===== config.mk =====
export PLATFORM = sky130hd
export DESIGN_NAME = lcd_scanline_mode_timer
export DESIGN_NICKNAME = d
export VERILOG_FILES = /design/src/rtl/lsmt_pkg.sv /design/src/rtl/lsmt_core.sv /design/src/rtl/lsmt_out_reg.sv /design/src/rtl/lcd_scanline_mode_timer.sv
export SDC_FILE = /design/constraint.sdc
export NUM_CORES = 1
export LEC_CHECK = 0
export BUFFER_PORTS_ARGS = -buffer_cell sky130_fd_sc_hd__buf_2
export CORE_ASPECT_RATIO = 0.9
export CORE_UTILIZATION = 56
export CTS_BUF_LIST = sky130_fd_sc_hd__clkbuf_8
export CTS_CLUSTER_SIZE = 30
export DETAILED_ROUTE_END_ITERATION = 8
export HOLD_SLACK_MARGIN = 0.08
export PLACE_DENSITY = 0.8
export SLEW_MARGIN = 25
export SYNTH_ARGS = -nofsm -noshare
export SYNTH_HDL_FRONTEND = slang
export SYNTH_SLANG_ARGS = --single-unit

===== constraint.sdc =====
create_clock -name i_clk -period 4.35 [get_ports i_clk]
set_input_delay 0.87 -clock i_clk [delete_from_list [all_inputs] [get_ports i_clk]]
set_output_delay 0.87 -clock i_clk [all_outputs]
set_load 0.005 [all_outputs]

===== src/rtl/lsmt_pkg.sv =====
// ----------------------------------------------------------------------------
// Scanline mode timer package
// Shared types, phase codes, register indexes and timing constants.
// ----------------------------------------------------------------------------
package lsmt_pkg;

    // Display phases, encoded as the status register reports them.
    typedef enum logic [1:0] {
        PH_HBLANK = 2'd0,
        PH_VBLANK = 2'd1,
        PH_OAM    = 2'd2,
        PH_XFER   = 2'd3
    } t_phase;

    // Input request kinds.
    typedef enum logic {
        REQ_TICK   = 1'b0,
        REQ_ENABLE = 1'b1
    } t_req_kind;

    // Configuration register indexes.
    typedef enum logic [1:0] {
        CFG_LINE_COMPARE = 2'd0,
        CFG_IRQ_ENABLES  = 2'd1,
        CFG_UNUSED_2     = 2'd2,
        CFG_UNUSED_3     = 2'd3
    } t_cfg_index;

    // Phase lengths in machine cycles, sized for the cycle sum.
    localparam logic [8:0] LEN_OAM    = 9'd20;
    localparam logic [8:0] LEN_XFER   = 9'd43;
    localparam logic [8:0] LEN_HBLANK = 9'd51;
    localparam logic [8:0] LEN_VLINE  = 9'd114;

    localparam logic [7:0] FIRST_VBLANK_LINE = 8'd144;
    localparam logic [7:0] FRAME_LINES       = 8'd154;

    localparam logic [4:0] MAX_TICK = 5'd20;

    // Interrupt enable bit positions.
    localparam int IRQ_EN_HBLANK  = 0;
    localparam int IRQ_EN_VBLANK  = 1;
    localparam int IRQ_EN_OAM     = 2;
    localparam int IRQ_EN_COMPARE = 3;

    typedef struct packed {
        logic       mode;
        logic [4:0] cycles;
        logic       lcd_on;
    } t_in_item;

    typedef struct packed {
        logic       vblank_irq;
        logic       status_irq;
        logic [1:0] lcd_mode;
        logic [7:0] current_line;
        logic       coincidence;
        logic       render_line;
    } t_out_item;

endpackage


===== src/rtl/lsmt_core.sv =====
// ----------------------------------------------------------------------------
// Scanline mode timer core
// Holds the display timing state and applies one request per step.
// ----------------------------------------------------------------------------
module lsmt_core
    import lsmt_pkg::*;
(
    input  logic       i_clk,
    input  logic       i_rst_n,
    input  logic       i_step,
    input  t_in_item   i_item,
    input  logic [7:0] i_line_compare,
    input  logic [3:0] i_irq_en,
    output t_out_item  o_result
);

    logic       r_enabled, n_enabled;
    t_phase     r_phase,   n_phase;
    logic [7:0] r_pcycles, n_pcycles;
    logic [7:0] r_line,    n_line;
    logic       r_coin,    n_coin;

    logic [4:0] tick;
    logic [8:0] sum;
    logic [8:0] rem;
    logic [7:0] line_inc;
    logic       vb, st, render;

    always_comb begin
        n_enabled = r_enabled;
        n_phase   = r_phase;
        n_pcycles = r_pcycles;
        n_line    = r_line;
        n_coin    = r_coin;
        vb        = 1'b0;
        st        = 1'b0;
        render    = 1'b0;
        tick      = (i_item.cycles > MAX_TICK) ? MAX_TICK : i_item.cycles;
        sum       = {1'b0, r_pcycles} + {4'd0, tick};
        rem       = sum;
        line_inc  = r_line + 8'd1;

        if (i_item.mode == REQ_ENABLE) begin
            if (i_item.lcd_on != r_enabled) begin
                if (i_item.lcd_on) begin
                    n_phase   = PH_OAM;
                    n_pcycles = 8'd0;
                end else begin
                    n_phase = PH_HBLANK;
                    n_coin  = 1'b0;
                    n_line  = 8'd0;
                end
            end
            n_enabled = i_item.lcd_on;
        end else if (r_enabled) begin
            case (r_phase)
                PH_HBLANK: begin
                    if (sum >= LEN_HBLANK) begin
                        rem    = sum - LEN_HBLANK;
                        n_line = line_inc;
                        if (line_inc == FIRST_VBLANK_LINE) begin
                            n_phase = PH_VBLANK;
                            vb      = 1'b1;
                            st      = i_irq_en[IRQ_EN_VBLANK];
                        end else begin
                            n_phase = PH_OAM;
                            st      = i_irq_en[IRQ_EN_OAM];
                        end
                    end
                end
                PH_VBLANK: begin
                    if (sum >= LEN_VLINE) begin
                        rem    = sum - LEN_VLINE;
                        n_line = line_inc;
                        if (line_inc == FRAME_LINES) begin
                            n_phase = PH_OAM;
                            n_line  = 8'd0;
                            st      = i_irq_en[IRQ_EN_OAM];
                        end
                    end
                end
                PH_OAM: begin
                    if (sum >= LEN_OAM) begin
                        rem     = sum - LEN_OAM;
                        n_phase = PH_XFER;
                    end
                end
                PH_XFER: begin
                    if (sum >= LEN_XFER) begin
                        rem     = sum - LEN_XFER;
                        n_phase = PH_HBLANK;
                        render  = 1'b1;
                        st      = i_irq_en[IRQ_EN_HBLANK];
                    end
                end
                default: begin
                    rem = sum;
                end
            endcase
            n_pcycles = rem[7:0];
            // The coincidence flag follows the line on every enabled tick.
            if (n_line == i_line_compare) begin
                n_coin = 1'b1;
                st     = st | i_irq_en[IRQ_EN_COMPARE];
            end else begin
                n_coin = 1'b0;
            end
        end

        o_result.vblank_irq   = vb;
        o_result.status_irq   = st;
        o_result.lcd_mode     = n_phase;
        o_result.current_line = n_line;
        o_result.coincidence  = n_coin;
        o_result.render_line  = render;
    end

    always_ff @(posedge i_clk) begin
        if (!i_rst_n) begin
            r_enabled <= 1'b0;
            r_phase   <= PH_HBLANK;
            r_pcycles <= 8'd0;
            r_line    <= 8'd0;
            r_coin    <= 1'b0;
        end else if (i_step) begin
            r_enabled <= n_enabled;
            r_phase   <= n_phase;
            r_pcycles <= n_pcycles;
            r_line    <= n_line;
            r_coin    <= n_coin;
        end
    end

    // A disabled display always sits on line zero with no coincidence.
    a_off_cleared: assert property (@(posedge i_clk) disable iff (!i_rst_n)
        !r_enabled |-> (r_line == 8'd0) && !r_coin && (r_pcycles < 8'd134))
        else $error("disabled display holds stale line state");

    // The line counter never leaves the frame.
    a_line_range: assert property (@(posedge i_clk) disable iff (!i_rst_n)
        r_line < FRAME_LINES)
        else $error("line counter beyond frame");

    // Vertical blank lines carry the vblank phase and visible lines never do.
    a_vblank_lines: assert property (@(posedge i_clk) disable iff (!i_rst_n)
        r_enabled |-> ((r_line >= FIRST_VBLANK_LINE) == (r_phase == PH_VBLANK)))
        else $error("phase disagrees with line number");

    // A render pulse leaves the core in horizontal blank on a visible line.
    a_render_hblank: assert property (@(posedge i_clk) disable iff (!i_rst_n)
        i_step && o_result.render_line |=>
            (r_phase == PH_HBLANK) && (r_line < FIRST_VBLANK_LINE))
        else $error("render pulse outside transfer end");

endmodule


===== src/rtl/lsmt_out_reg.sv =====
// ----------------------------------------------------------------------------
// Scanline mode timer result register
// Holds one result until the receiver takes it.
// ----------------------------------------------------------------------------
module lsmt_out_reg
    import lsmt_pkg::*;
(
    input  logic      i_clk,
    input  logic      i_rst_n,
    input  logic      i_load,
    input  t_out_item i_data,
    output logic      o_free,
    output logic      o_valid,
    input  logic      i_ready,
    output t_out_item o_data
);

    logic      r_valid;
    t_out_item r_data;

    // The slot can take a new result when empty or when being drained now.
    assign o_free  = !r_valid || i_ready;
    assign o_valid = r_valid;
    assign o_data  = r_data;

    always_ff @(posedge i_clk) begin
        if (!i_rst_n) begin
            r_valid <= 1'b0;
        end else if (i_load) begin
            r_valid <= 1'b1;
        end else if (i_ready) begin
            r_valid <= 1'b0;
        end
    end

    always_ff @(posedge i_clk) begin
        if (i_load) begin
            r_data <= i_data;
        end
    end

endmodule


===== src/rtl/lcd_scanline_mode_timer.sv =====
// ----------------------------------------------------------------------------
// LCD scanline mode timer
// Display timing sequencer: tracks mode, line and interrupts per request.
// ----------------------------------------------------------------------------
// Usage:
//   Each input request either advances time by a count of machine cycles
//   (mode 0, counts above 20 count as 20) or writes the display enable bit
//   (mode 1). Every request produces exactly one result carrying the
//   interrupt pulses, the current mode, line and coincidence flag.
//   Both channels use valid/ready; a request moves on the edge where both
//   are high. The configuration channel takes the line compare value
//   (index 0) and the status interrupt enables (index 1); other indexes are
//   ignored. It is always ready and should be written only while idle.
// Data path and throughput:
//   A request lands in an input register; once the result slot is free, the
//   timing state and the result register are both updated from it at the
//   same edge. One request per cycle is sustained while the receiver keeps
//   taking results; the state update is the limiting loop.
// Reset and stall:
//   Synchronous active-low reset turns the display off, clears the state
//   and both configuration registers, and empties both stages. When the
//   receiver stalls, the result is held, the input stage fills and then
//   input ready drops until the result is taken.
// ----------------------------------------------------------------------------
module lcd_scanline_mode_timer
    import lsmt_pkg::*;
(
    input  logic       i_clk,
    input  logic       i_rst_n,
    // Input requests.
    input  logic       i_in_valid,
    output logic       o_in_ready,
    input  t_in_item   i_in_data,
    // Results.
    output logic       o_out_valid,
    input  logic       i_out_ready,
    output t_out_item  o_out_data,
    // Configuration writes.
    input  logic       i_cfg_valid,
    output logic       o_cfg_ready,
    input  t_cfg_index i_cfg_index,
    input  logic [7:0] i_cfg_data
);

    logic       r_in_valid;
    t_in_item   r_in;
    logic [7:0] r_line_compare;
    logic [3:0] r_irq_en;

    logic       out_free;
    logic       step;
    logic       cfg_wr;
    t_out_item  core_result;

    // The buffered request is processed whenever the result slot is free.
    assign step       = r_in_valid && out_free;
    assign o_in_ready = !r_in_valid || step;

    // Configuration writes are always accepted.
    assign o_cfg_ready = 1'b1;
    assign cfg_wr      = i_cfg_valid && o_cfg_ready;

    always_ff @(posedge i_clk) begin
        if (!i_rst_n) begin
            r_in_valid <= 1'b0;
        end else if (o_in_ready) begin
            r_in_valid <= i_in_valid;
        end
    end

    always_ff @(posedge i_clk) begin
        if (i_in_valid && o_in_ready) begin
            r_in <= i_in_data;
        end
    end

    always_ff @(posedge i_clk) begin
        if (!i_rst_n) begin
            r_line_compare <= 8'd0;
            r_irq_en       <= 4'd0;
        end else if (cfg_wr) begin
            case (i_cfg_index)
                CFG_LINE_COMPARE: r_line_compare <= i_cfg_data;
                CFG_IRQ_ENABLES:  r_irq_en       <= i_cfg_data[3:0];
                default: begin
                    r_irq_en <= r_irq_en;
                end
            endcase
        end
    end

    lsmt_core u_core (
        .i_clk          (i_clk),
        .i_rst_n        (i_rst_n),
        .i_step         (step),
        .i_item         (r_in),
        .i_line_compare (r_line_compare),
        .i_irq_en       (r_irq_en),
        .o_result       (core_result)
    );

    lsmt_out_reg u_out_reg (
        .i_clk   (i_clk),
        .i_rst_n (i_rst_n),
        .i_load  (step),
        .i_data  (core_result),
        .o_free  (out_free),
        .o_valid (o_out_valid),
        .i_ready (i_out_ready),
        .o_data  (o_out_data)
    );

endmodule


---- Word-level counts from Yosys, hierarchy flattened ----
Index checks and enable logic that the tools add are counted.
word-level totals
  register bits after elaboration ......... 55
cells by class
  add/subtract/negate cells ............... 6
  order comparisons ....................... 5
  eq/ne operators ......................... 10
  muxes and demuxes ....................... 49
  bitwise operators ....................... 5
  reduce and logical (&&, ||, !) cells .... 17
operators by type and width
  cell                                                                                  number
  8-bit 2-to-1 mux                                                                      17
  8-bit one-hot mux with 4 select lines                                                 1
  2-bit 2-to-1 mux                                                                      10
  9-bit by 6-bit greater-or-equal comparator with 1-bit output (second input constant)  2
  1-bit 2-to-1 mux                                                                      17
  8-bit == test (second input constant)                                                 2
  8-bit one-hot mux with 2 select lines                                                 1
  8-bit by 6-bit subtractor with 8-bit output (second input constant)                   2
  8-bit by 5-bit adder with 9-bit output                                                1
  9-bit by 5-bit greater-or-equal comparator with 1-bit output (second input constant)  1
  9-bit by 7-bit greater-or-equal comparator with 1-bit output (second input constant)  1
  8-bit by 1-bit adder with 8-bit output (second input constant)                        1
  8-bit == test                                                                         1
  2-bit one-hot mux with 4 select lines                                                 1
  8-bit by 5-bit subtractor with 8-bit output (second input constant)                   1
  8-bit by 7-bit subtractor with 8-bit output (second input constant)                   1
  2-bit AND reduction                                                                   3
  5-bit greater-than comparator (second input constant)                                 1
  5-bit 2-to-1 mux                                                                      1
  2-bit by 1-bit == test with 1-bit output (second input constant)                      2
  2-bit == test (second input constant)                                                 2
  2-bit zero test                                                                       2
  1-bit NOT                                                                             4
  4-bit AND reduction                                                                   1
  12 further kinds                                                                      16

---- Longest topological paths before layout ----
  depth after elaboration ................. 12
  depth in mapped cells ................... 17
  gate-level depth less buffers ........... 16

---- Cells and area by module ----
A second synthesis with hierarchy kept.
second synthesis, totals
  cells, all modules ...................... 491
  area, all modules ....................... 4,209.0 um^2
by module, submodules not included
  module                   instances  cells an instance  area an instance (um^2)  seq. area each (um^2)
  lsmt_core                1          409                2,991.6                  400.4
  lcd_scanline_mode_timer  1          64                 748.2                    470.5
  lsmt_out_reg             1          18                 469.2                    440.4

---- Least setup slack after synthesis ----
OpenSTA, ideal clock, no wires.
  kind .................................... flip-flop to flip-flop
  from .................................... register r_in[4] in the netlist's numbering
  to ...................................... register u_out_reg.r_data, in the netlist u_out_reg.o_data[12] (data pin)
  library setup time ...................... 0.257 ns
  data arrival time ....................... 3.930 ns
  data required time ...................... 4.093 ns
  path slack .............................. 0.163 ns
  cell stages (with the launch flop) ...... 18
  buffers on the path ..................... 1
  path through ............................ edfxtp_1 o21ai_0 and2_1 ha_1 a21o_1 a211oi_1 or2_2 clkbuf_1 ha_1 nand2_1 o211ai_1 o31ai_4 a31oi_1 a21oi_2 or4_1 nand4_2 nor3_2 a32o_1
between the ends
  word-level cells in the longest chain between the ends .. 10
  elaborated cells between the ends (all ways) .. 20
  those cells by class .................... add/sub (1); order compare (4); eq/ne (1); mux (13); bitwise (1)
RTL lines
  element                                                                                                RTL line                            RTL
  from (decl)                                                                                            lcd_scanline_mode_timer.sv:46       t_in_item r_in;
  from (signal assigned)                                                                                 lcd_scanline_mode_timer.sv:73       r_in <= i_in_data;
  5-bit greater-than comparator                                                                          lsmt_core.sv:38                     tick = (i_item.cycles > MAX_TICK) ? MAX_TICK : i_item.cycles;
  5-bit 2-to-1 mux (*)                                                                                   lsmt_core.sv:38
  8-bit by 5-bit adder with 9-bit output (*)                                                             lsmt_core.sv:39                     sum = {1'b0, r_pcycles} + {4'd0, tick};
  9-bit by 7-bit greater-or-equal comparator with 1-bit output (tied with other cells)                   lsmt_core.sv:72                     if (sum >= LEN_VLINE) begin
  8-bit 2-to-1 mux (tied with other cells)                                                               lsmt_core.sv:72
  8-bit one-hot mux with 2 select lines / 1-bit one-hot mux with 3 select lines (equally long branches)  lsmt_core.sv:56                     case (r_phase)
  8-bit 2-to-1 mux / 1-bit 2-to-1 mux (equally long branches)                                            lsmt_core.sv:55                     end else if (r_enabled) begin
  8-bit 2-to-1 mux / 1-bit 2-to-1 mux (equally long branches)                                            lsmt_core.sv:43                     if (i_item.mode == REQ_ENABLE) begin
  8-bit == test / 1-bit OR (equally long branches)                                                       lsmt_core.sv:102, lsmt_core.sv:104
  1-bit 2-to-1 mux (*)                                                                                   lsmt_core.sv:102                    if (n_line == i_line_compare) begin
  to (signal assigned)                                                                                   lsmt_out_reg.sv:38                  r_data <= i_data;
  to (decl)                                                                                              lsmt_out_reg.sv:19                  t_out_item r_data;
Mark *: on every way between the ends. The rest lies on a longest branch, timed or not. The select of a mux whose other input is x is not followed.
A chain may end at the register's enable or synchronous reset.

---- Final worst setup path ----
  from .................................... register r_in[5] in the netlist's numbering
  to ...................................... register u_out_reg.r_data, in the netlist u_out_reg.o_data[12] (data pin)
Same word-level chain as after synthesis.

==> out/metrics.yaml <==
cp.arrival_ns: 4.25
leakagePower_nw: 1.77
synth.net_count: 520
fin_cells: 612
power-per-cell-area_nw_per_um2: 224
grt_usage: 0.301
wl_um: 11500
die_x_um: 92.9
rr_endpoint: "u_out_reg.o_data[12]"
critPathRequiredTime_ns: 4.42
path_max_fanout: 8
syn_area_um2: 4160
synth_commonest_cells: "nor2_1 (47), nand2_1 (40), dfxtp_1 (34)"
critPathCapture: "u_out_reg.o_data[12]"
fmax_ghz: 0.240
post_cts_resized: 0
path_class: "reg -> reg"
yosysSeqAreaShare: 0.315
hold_buffers: 0
fin_util: 0.646
yosysMostFrequentCell: "nor2_1"
synth-main-ff-cell: "dfxtp_1"
wire_per_inst_um: 18.8
drive_gt1_frac: 0.197
ys_types: 88
cp-start-kind: "flop"
multi_input_area_um2: 2680
vdd_drop_max_v: 0.000185
status: "finished clean"
diodes: 0
place_inst: 604
holdWs_ns: 0.495
synth_area_leaders: "dfxtp_1 (16%), edfxtp_1 (15%), xnor2_1 (5.0%)"
endpoint_kind: "flop"
maxCapViolations: 0
post_cts_buffers: 0
cts.sinks: 55
cts_root_buf: "clkbuf_8"
synth-edff-count: 21
vias_per_cell: 6.37
grt_pass1_wl_um: 18200
drc_errors: 0
crit_start: "r_in[5]"
fillers: 646
io_buffers: 37
start_util: 0.585
rows: 29
worst_slew_pin_slew_ns: 0.877
final-seq-area_um2: 1310
rr_worst_depth: 14
hp-class: "reg -> reg"
min_period_ns: 4.17
dr.first_iter.drc_count: 304
cts_buffers: 5
clock_latency_ns: 0.32
setup_viol: 0
hold_viol_final: 0
postLayoutCellArea_um2: 4600
finClkSkew_ns: 0.00862
clk_pin_slew_ns: 0.11
antenna_found_initial: 0
cts_buffer_depth: 2
hpwl_um: 8850
ys_ff_latch: 55
gp_congestion: 0.941
dr.pass1.iters: 6
io_pins: 39
grt_max_degree: 34
area_growth_pct: 10.4
grt_pass1_vias: 3477
finalCritPeriodShare: 0.959
netlist.area_leader.share: 0.164
die_area_um2: 7780
layout.nets: 557
grt_setup_unrepaired: "yes"
postSynthAreaPerCell_um2: 8.65
htree_levels: 2
yosysTopAreaCell: "dfxtp_1"
overflow: 0
total_power_w: 0.00103
vias: 3900
synthCells: 481
yosys_warnings: 0
dpl_cell_area_um2: 4480
coreArea_um2: 7110
r2r_start: "r_in[5]"
r2r_setup_slack_ns: 0.18
slew_viol_final: 0
fp.dieH_um: 83.8
slew_headroom: 0.407
ant_nets: 0
async_flop_share: 0
cts_tree: "done"
## state kept, by name (all words and copies together), names as in the netlist
signal,cells
u_out_reg.o_data,14
u_core.r_coin,1
r_irq_en,4
u_core.r_phase,2
r_in,7
u_core.r_line,8
u_core.r_pcycles,8
u_core.r_enabled,1
u_out_reg.o_valid,1
r_in_valid,1
r_line_compare,8
## report_power, final
| part | leakage, nW | switching [W] | internal, W |
|---|---|---|---|
| clock | 0.0503 | 0.000178 | 0.000114 |
| combinational | 1.23 | 0.000102 | 0.0000668 |
| sequential | 0.483 | 0.0000155 | 0.000552 |
| total | 1.77 | 0.000296 | 0.000733 |
## worst max-delay path, cell delays in order, from the launching register on
cell and delay (ns):
edfxtp_1 0.41, o21ai_0 0.11, and2_1 0.17, ha_1 0.21
fa_1 0.44, a211o_1 0.32, and3_1 0.28, or3_4 0.45
a211oi_2 0.35, a32o_2 0.29, nor2_4 0.09, o221a_1 0.30
o2111ai_2 0.21, nor3_2 0.07, a32o_1 0.20
## stage by stage
| step | TNS (ns) | setup WS (ns) |
|---|---|---|
| finish | 0 | 0.177 |
| global route | -0.0279 | -0.0279 |
| CTS | 0 | 0.188 |
| detailed placement | 0 | 0.229 |
| global placement | 0 | 0.373 |
| floorplan | 0 | 0.163 |
## kinds of logic after synthesis
kind of cell               synth area share
and+or+nand+nor                       0.206
other                              0.000901
AOI/OAI and AO/OA                     0.265
buffers and inverters                0.0469
DFF                                   0.315
xor gates and xnor gates             0.0586
adders and majority gates            0.0553
muxes                                0.0520
## cells in the final DEF (no fill, tap or decap), types with 4 or more instances in the layout
master / Yosys / final
nor2_1: 47 / 46
nand2_1: 40 / 40
buf_2: 1 / 37
dfxtp_1: 34 / 34
a21oi_1: 32 / 32
o21ai_0: 31 / 31
xnor2_1: 24 / 24
edfxtp_1: 21 / 21
inv_1: 18 / 19
buf_4: 2 / 18
mux2i_1: 16 / 16
ha_1: 16 / 16
nand3_1: 11 / 11
nor3_1: 10 / 10
and2_1: 9 / 9
a21o_1: 8 / 8
nand2b_1: 7 / 7
a211oi_1: 6 / 6
o211ai_1: 6 / 6
and3_1: 5 / 5
or2_2: 5 / 5
nand4_1: 5 / 5
a31oi_1: 5 / 5
o31ai_1: 5 / 5
clkbuf_8: 0 / 5
o21a_1: 4 / 4
a22o_1: 4 / 4
o221ai_1: 5 / 4
## per-layer routing
layer	vias up	wire, µm	share of wire	GRT usage
li1	1863	-	-	-
met4	0	148	0.013	0.0657
met3	13	1010	0.088	0.0692
met2	188	4890	0.43	0.428
met1	1836	5440	0.47	0.460
met5	-	0	0	0
## final cells by class
cell class	instances	area share
clock inverters	3	0.00408
inverters	20	0.0169
flip-flops and latches	55	0.285
multi-input cells	381	0.584
well taps	93	0.0253
clock buffers	5	0.0150
repair buffers	55	0.0697
## how the worst min path moves through the flow
stage                     slack, ns                start                   to  cells past startpoint
after global placement         0.46  u_core.r_pcycles[2]  u_core.r_pcycles[2]                      2
after global routing           0.52  u_core.r_pcycles[4]  u_core.r_pcycles[4]                      1
after floorplan                0.43  u_core.r_pcycles[2]  u_core.r_pcycles[2]                      2
final                          0.49  u_core.r_pcycles[2]  u_core.r_pcycles[2]                      2
after detailed placement       0.46  u_core.r_pcycles[3]  u_core.r_pcycles[3]                      2
after CTS                      0.50  u_core.r_pcycles[2]  u_core.r_pcycles[2]                      2
No activity file was read; power rests on OpenSTA's default activity.
